File: src/rtl/pmds_pkg.sv
`timescale 1ns / 1ps

package pmds_pkg;
  localparam int unsigned DataWidthDefault = 32;
  localparam int unsigned BitsPerStageDefault = 4;

  typedef enum logic {
    OP_UNSIGNED = 1'b0,
    OP_SIGNED   = 1'b1
  } op_t;
endpackage

File: src/rtl/pmds_divider.sv
`timescale 1ns / 1ps

// Pipelined restoring divider: BITS quotient bits per stage, one stage per register.
// A side word of SIDE_W bits travels alongside each beat.
module pmds_divider #(
  parameter int unsigned W      = pmds_pkg::DataWidthDefault,
  parameter int unsigned BITS   = pmds_pkg::BitsPerStageDefault,
  parameter int unsigned SIDE_W = 1
) (
  input  logic              clk,
  input  logic              rst,
  input  logic              advance,
  input  logic              in_valid,
  input  logic [W-1:0]      in_num,
  input  logic [W-1:0]      in_den,
  input  logic [SIDE_W-1:0] in_side,
  output logic              out_valid,
  output logic [W-1:0]      out_quo,
  output logic [W-1:0]      out_rem,
  output logic [W-1:0]      out_den,
  output logic [SIDE_W-1:0] out_side
);
  localparam int unsigned NSTAGE = (W + BITS - 1) / BITS;

  logic [NSTAGE:0]             vld;
  logic [W-1:0]                num [NSTAGE+1];
  logic [W-1:0]                rem [NSTAGE+1];
  logic [W-1:0]                den [NSTAGE+1];
  logic [SIDE_W-1:0]           side [NSTAGE+1];

  assign vld[0]  = in_valid;
  assign num[0]  = in_num;
  assign rem[0]  = '0;
  assign den[0]  = in_den;
  assign side[0] = in_side;

  for (genvar s = 0; s < NSTAGE; s++) begin : g_stage
    logic [W-1:0] num_next;
    logic [W-1:0] rem_next;

    always_comb begin
      logic [W:0] trial;
      logic [W:0] r;
      logic [W-1:0] n;
      r = {1'b0, rem[s]};
      n = num[s];
      trial = '0;
      for (int b = 0; b < BITS; b++) begin
        if ((s * BITS + b) < W) begin
          r = {r[W-1:0], n[W-1]};
          n = {n[W-2:0], 1'b0};
          trial = r - {1'b0, den[s]};
          if (!trial[W]) begin
            r = trial;
            n[0] = 1'b1;
          end
        end
      end
      num_next = n;
      rem_next = r[W-1:0];
    end

    always_ff @(posedge clk) begin
      if (rst) begin
        vld[s+1] <= 1'b0;
      end else if (advance) begin
        vld[s+1] <= vld[s];
      end
      if (advance) begin
        num[s+1]  <= num_next;
        rem[s+1]  <= rem_next;
        den[s+1]  <= den[s];
        side[s+1] <= side[s];
      end
    end
  end

  // quotient bits shift in at the bottom of num; after W bits num holds the quotient
  assign out_valid = vld[NSTAGE];
  assign out_quo   = num[NSTAGE];
  assign out_rem   = rem[NSTAGE];
  assign out_den   = den[NSTAGE];
  assign out_side  = side[NSTAGE];
endmodule

File: config.mk
export PLATFORM = sky130hd
export DESIGN_NAME = pmds_divider
export DESIGN_NICKNAME = d
export VERILOG_FILES = /design/src/rtl/pmds_pkg.sv /design/src/rtl/pmds_divider.sv
export SDC_FILE = /design/constraint.sdc
export NUM_CORES = 2
export LEC_CHECK = 0
export ABC_AREA = 0
export ABC_CLOCK_PERIOD_IN_PS = 38200
export BUFFER_PORTS_ARGS = -buffer_cell sky130_fd_sc_hd__buf_4
export CORE_MARGIN = 2
export CORE_UTILIZATION = 55
export DETAILED_ROUTE_END_ITERATION = 6
export GPL_TIMING_DRIVEN = 0
export HOLD_SLACK_MARGIN = 0.03
export MAX_ROUTING_LAYER = met4
export PLACE_DENSITY = 0.71
export SETUP_SLACK_MARGIN = 0.1
export SYNTH_ARGS = -nofsm -noshare
export SYNTH_HDL_FRONTEND = slang
export SYNTH_SLANG_ARGS = --single-unit
File: constraint.sdc
create_clock -name clk -period 38.2 [get_ports clk]
set_clock_uncertainty 0.05 [all_clocks]
set_input_delay 9.55 -clock clk [delete_from_list [all_inputs] [get_ports clk]]
set_output_delay 9.55 -clock clk [all_outputs]
set_load 0.05 [all_outputs]
* Word level (Yosys, flattened, before mapping)
Index checks and enable logic that the tools add are counted.
Widths: inputs -> output; s select.
** Storage, ports and cells
- Input bits :: 69
- Register bits :: 784
- Output and inout bits :: 98
** Cells by class
- Add/subtract/negate cells :: 32
- Multiplexer cells :: 64
** Operator list (number)
- $mux 32 :: 32
- $sub 33x32->33 :: 31
- $sub 1x32->33 :: 1
- $mux 1 :: 32

* Logic depth before layout (Yosys ltp)
- Word-level depth :: 8
- Mapped depth :: 69
- Depth with buffers taken out :: 63

* Worst setup path after synthesis
No wires, ideal clock.
- Path kind :: in2reg
- Start :: in in_num[31]
- End :: reg rem[239] in the netlist's numbering, data pin
- Path buffers :: 7
- Cell stages on the path :: 59
- Data required time :: 37.890 ns
- Library setup time :: 0.260 ns
- Setup slack :: 16.217 ns
- Arrival :: 21.674 ns
- Cell sequence :: inv_1 > ha_1 > inv_1 > clkbuf_1 > ha_1 > nor4b_1 > nand4_1 > nor2_1 > and2_1 > ha_1 > nor2b_1 > o21a_1 > o21ai_0 > a211oi_1 > o31ai_1 > nand3_1 > a31oi_1 > nor3_1 > [... 23 more ...] > buf_1 > mux2i_1 > ha_1 > o21ai_0 > a21boi_0 > o21ai_0 > a211oi_1 > o211ai_1 > nor4_1 > o21ai_0 > o31ai_1 > o211ai_1 > nand2_1 > xnor2_1 > mux2i_1 > inv_2 > buf_1 > mux2_2
** On the way
- Word-level cells in the longest chain between the ends :: 8
** Ends and longest elaborated chain
- start, declared :: line pmds_divider.sv:14 : input logic [W-1:0] in_num,
- $sub 1x32->33 :: line pmds_divider.sv:52 : trial = r - {1'b0, den[s]};
- $mux 32 * :: line pmds_divider.sv:53 : if (!trial[W]) begin
- $sub 33x32->33 :: line pmds_divider.sv:52
- $mux 32 * :: line pmds_divider.sv:53
- $sub 33x32->33 :: line pmds_divider.sv:52
- $mux 32 * :: line pmds_divider.sv:53
- $sub 33x32->33 :: line pmds_divider.sv:52
- $mux 32 * :: line pmds_divider.sv:53
- end signal, assigned by index :: line pmds_divider.sv:71 : rem[s+1] <= rem_next;
- end, declared :: line pmds_divider.sv:27 : logic [W-1:0] rem [NSTAGE+1];
Mark *: on every way between the ends. The rest lies on a longest branch, timed or not.
A chain may end at the register's enable or synchronous reset.

* Worst setup path in the final report
- Start :: in in_den[1]
- End :: reg rem[245] in the netlist's numbering, data pin
** On the way
- Word-level cells in the longest chain between the ends :: 8
** Ends and longest elaborated chain
- start, declared :: line pmds_divider.sv:15 : input logic [W-1:0] in_den,
- $sub 1x32->33 :: line pmds_divider.sv:52
- $mux 32 :: line pmds_divider.sv:53
- $sub 33x32->33 :: line pmds_divider.sv:52
- $mux 32 :: line pmds_divider.sv:53
- $sub 33x32->33 :: line pmds_divider.sv:52
- $mux 32 :: line pmds_divider.sv:53
- $sub 33x32->33 :: line pmds_divider.sv:52
- $mux 32 * :: line pmds_divider.sv:53
Marked as above.

==> impl_metrics.csv <==
group,metric,value,unit
sta,setup_viol_count_final,0,
placed_design,dpl_cell_area,87400,um^2
synth,yosysWarningCount,0,
floorplan,die_w,393,um
drt,postRouteWirelength,245000,um
layout,fill_cells,13400,
sta,tightest_slew,1220,ps
drt,via_per_inst,6.11,
layout,syn_to_final_growth,8.35,%
min_path,worstHoldEndpoint,"num[62]$_DFFE_PP_",
cts,numCtsBuffers,90,
cts,cts_sinks,784,
placed_design,io_buffer_count,165,
sta,fmax,38.3,MHz
setup_path,rrSetupSlack,18610,ps
global_route,grt_max_degree,130,
setup_path,cp.arrival,26520,ps
cts,clkLatencyLatePin,730,ps
synth,async_flop_share,0,
placed_design,gp_congestion,0.995,
min_path,hp-start,"g_stage[6].$4.n[30]$_DFFE_PP_",
layout,layoutNonFillerInstCount,11800,
cts,cts.clk_slew.worst_paths,60,ps
drt,drtIter0Drc,5523,
global_route,track_usage,0.316,
global_route,grt_pass1_vias,69300,
sta,tns,0,ps
drt,drcViolationCount,1,
floorplan,row_count,142,
status,status,"finished with violations",
cts,postCtsSetupBuffers,0,
cts,cts_tree,"yes",
cts,htreeDepth,3,
synth,syn-cell-area,83400,um^2
floorplan,start_util,0.555,
status,violations,"DRC",
setup_path,max_stage_delay,950,ps
floorplan,dieArea,155000,um^2
drt,ant_nets,0,
setup_path,r2r_cells,62,
min_path,min_path_cells,0,
setup_path,cpMostUsedCell,"o21ai_0",
placed_design,dpl.cell_count,11600,
synth,synthFlopType,"edfxtp_1",
setup_path,r2r_end,"rem[191]$_DFFE_PP_",
sta,slew_violations,0,
drt,dr.pass1.iters,7,
sta,fin_crit,26100,ps
layout,final_area,90400,um^2
setup_path,critPathKind,"in -> reg",
placed_design,post-dp-hpwl,201000,um
setup_path,cp-start-kind,"input pin",
global_route,grt_antenna_before_repair,7,
setup_path,worstSetupEndpointType,"register",
sta,rsz0062_at_grt,"no",
cts,cts_root_buffer,"clkbuf_16",
sta,slew_headroom,0.160,
floorplan,die_h,393,um
synth,synth_edf_count,776,
drt,wl_per_cell,20.8,um
global_route,grt_pass1_wl,380000,um
cts,cts_resized,0,
synth,ys_seq_area_frac,0.281,
floorplan,fp.coreArea,150000,um^2
synth,syn_area_per_cell,8.85,um^2
synth,netlist_instances,9428,
cts,postCtsHoldBufs,0,
layout,drive_above_1_share,0.0945,
setup_path,worstPathRequired,38620,ps
sta,hold_violations,0,
min_path,worstHoldPathType,"reg -> reg",
setup_path,crit_fanout,13,
sta,min_period_over_period,0.683,
synth,synth_cell_type_count,98,
cts,clockBufferDepth,3,
synth,ys_ff_latch,784,
floorplan,io_pins,167,
setup_path,cp_slowest_cell,"mux2i_1",
drt,num_vias,72100,
global_route,grt-ovfl-total,0,
setup_path,reg2reg_from,"den[193]$_DFFE_PP_",
flow_run,cap_violations,0,
layout,layout.nets,10800,
-- cell usage in the layout (no fill, tap or decap), types with 146 or more instances in the layout --
| cell type | Yosys | layout |
|---|---|---|
| xnor2_1 | 553 | 553 |
| buf_4 | 98 | 262 |
| mux2_2 | 392 | 392 |
| o21ai_0 | 622 | 622 |
| nand2b_1 | 162 | 162 |
| ha_1 | 994 | 994 |
| clkbuf_1 | 134 | 146 |
| nor2_1 | 746 | 746 |
| a21o_1 | 452 | 452 |
| inv_1 | 606 | 606 |
| nand2_1 | 581 | 581 |
| o21a_1 | 161 | 161 |
| edfxtp_1 | 776 | 776 |
| a21oi_1 | 990 | 990 |
| xor2_1 | 292 | 292 |
| nor2b_1 | 153 | 153 |
| nand3_1 | 158 | 158 |
-- cells in the mapped netlist (all sizes together) (21+ instances only) --
library cell / n / area [um^2]
o21bai: 106 / 796
o221ai: 27 / 236
xor2: 293 / 2570
a21boi: 46 / 349
a21oi: 990 / 4950
and2: 62 / 388
mux2: 392 / 4410
ha: 994 / 12400
nor2: 746 / 2800
edfxtp: 776 / 23300
nor2b: 153 / 957
a31oi: 112 / 707
o31ai: 60 / 450
a211oi: 107 / 808
buf: 160 / 1010
inv: 615 / 2310
xnor2: 557 / 4910
or2: 26 / 163
clkbuf: 134 / 503
nand2b: 162 / 1010
and3: 84 / 526
o21ai: 630 / 3150
mux2i: 134 / 1340
nor4: 34 / 213
nor3: 137 / 691
fa: 31 / 621
o21a: 161 / 1210
or3: 43 / 269
a21o: 452 / 3390
o211ai: 42 / 315
nand4: 62 / 388
nand3: 158 / 791
and4: 21 / 184
a31o: 22 / 193
a211o: 28 / 245
nand2: 582 / 2190
-- registers in the layout (all words and copies together), names as in the netlist --
signal	flops
out_side	1
out_rem	32
den	224
num	28
vld	7
out_valid	1
rem	224
g_stage.$4.n	196
out_quo	32
out_den	32
side	7
-- worst max path at each step --
stage / startpoint / to / slack (ps) / depth (start not counted)
2_1_floorplan: in_num[31] / rem[239]$_DFFE_PP_ / 16220 / 59
3_3_place_gp: in_den[1] / rem[245]$_DFFE_PP_ / 12060 / 58
3_5_place_dp: in_den[1] / rem[253]$_DFFE_PP_ / 11830 / 58
4_1_cts: in_den[1] / rem[253]$_DFFE_PP_ / 12530 / 58
5_1_grt: in_den[1] / rem[253]$_DFFE_PP_ / 10970 / 58
6_report: in_den[1] / rem[245]$_DFFE_PP_ / 12100 / 58
-- worst max-delay path, delay by kind of cell --
kind            cells  cell delay, ps
mux                 4            1950
buf+inv            11            4140
fa+ha+maj           4            1130
simple gates       14            3500
xor+xnor            2             380
compound gates     23            5770
-- routing by layer --
layer  GRT usage  vias up  part of all wire
met3      0.0324      653             0.052
met1       0.375    33900              0.41
li1            -    35300                 -
met4       0.161        0             0.056
met2       0.534     2260              0.48
met5           -        -                 0
-- per-stage QoR --
step	setup slack, ps	util	hold slack [ps]
floorplan	16220	-	350
global placement	12060	0.580	350
detailed placement	11830	0.582	355
global route	10970	0.601	367
CTS	12530	0.601	356
finish	12100	0.601	353
-- cell type report --
| class | instances | area (um^2) | share of cell area |
|---|---|---|---|
| inverter | 617 | 2320 | 0.0256 |
| buffer | 294 | 1520 | 0.0168 |
| antenna | 5 | 12.5 | 0.000138 |
| clock buffer | 106 | 2360 | 0.0261 |
| timing repair buffer | 171 | 1410 | 0.0156 |
| multi-input combinational | 7747 | 56200 | 0.622 |
| sequential | 784 | 23500 | 0.260 |
| tap | 2016 | 2520 | 0.0279 |
| clock inverter | 61 | 608 | 0.00673 |
-- cells by family after synthesis --
| logic type | share of synthesized area |
|---|---|
| buffers and inverters | 0.0459 |
| flip-flops | 0.281 |
| AO/OA/AOI/OAI | 0.225 |
| XOR/XNOR | 0.0899 |
| multiplexers | 0.0690 |
| AND/OR/NAND/NOR | 0.132 |
| adder cells (fa/ha/maj) | 0.157 |
| other | 0.0000449 |
Power is not shown: default switching activity piles up to over one toggle a cycle in this logic, so the estimate is an artifact.
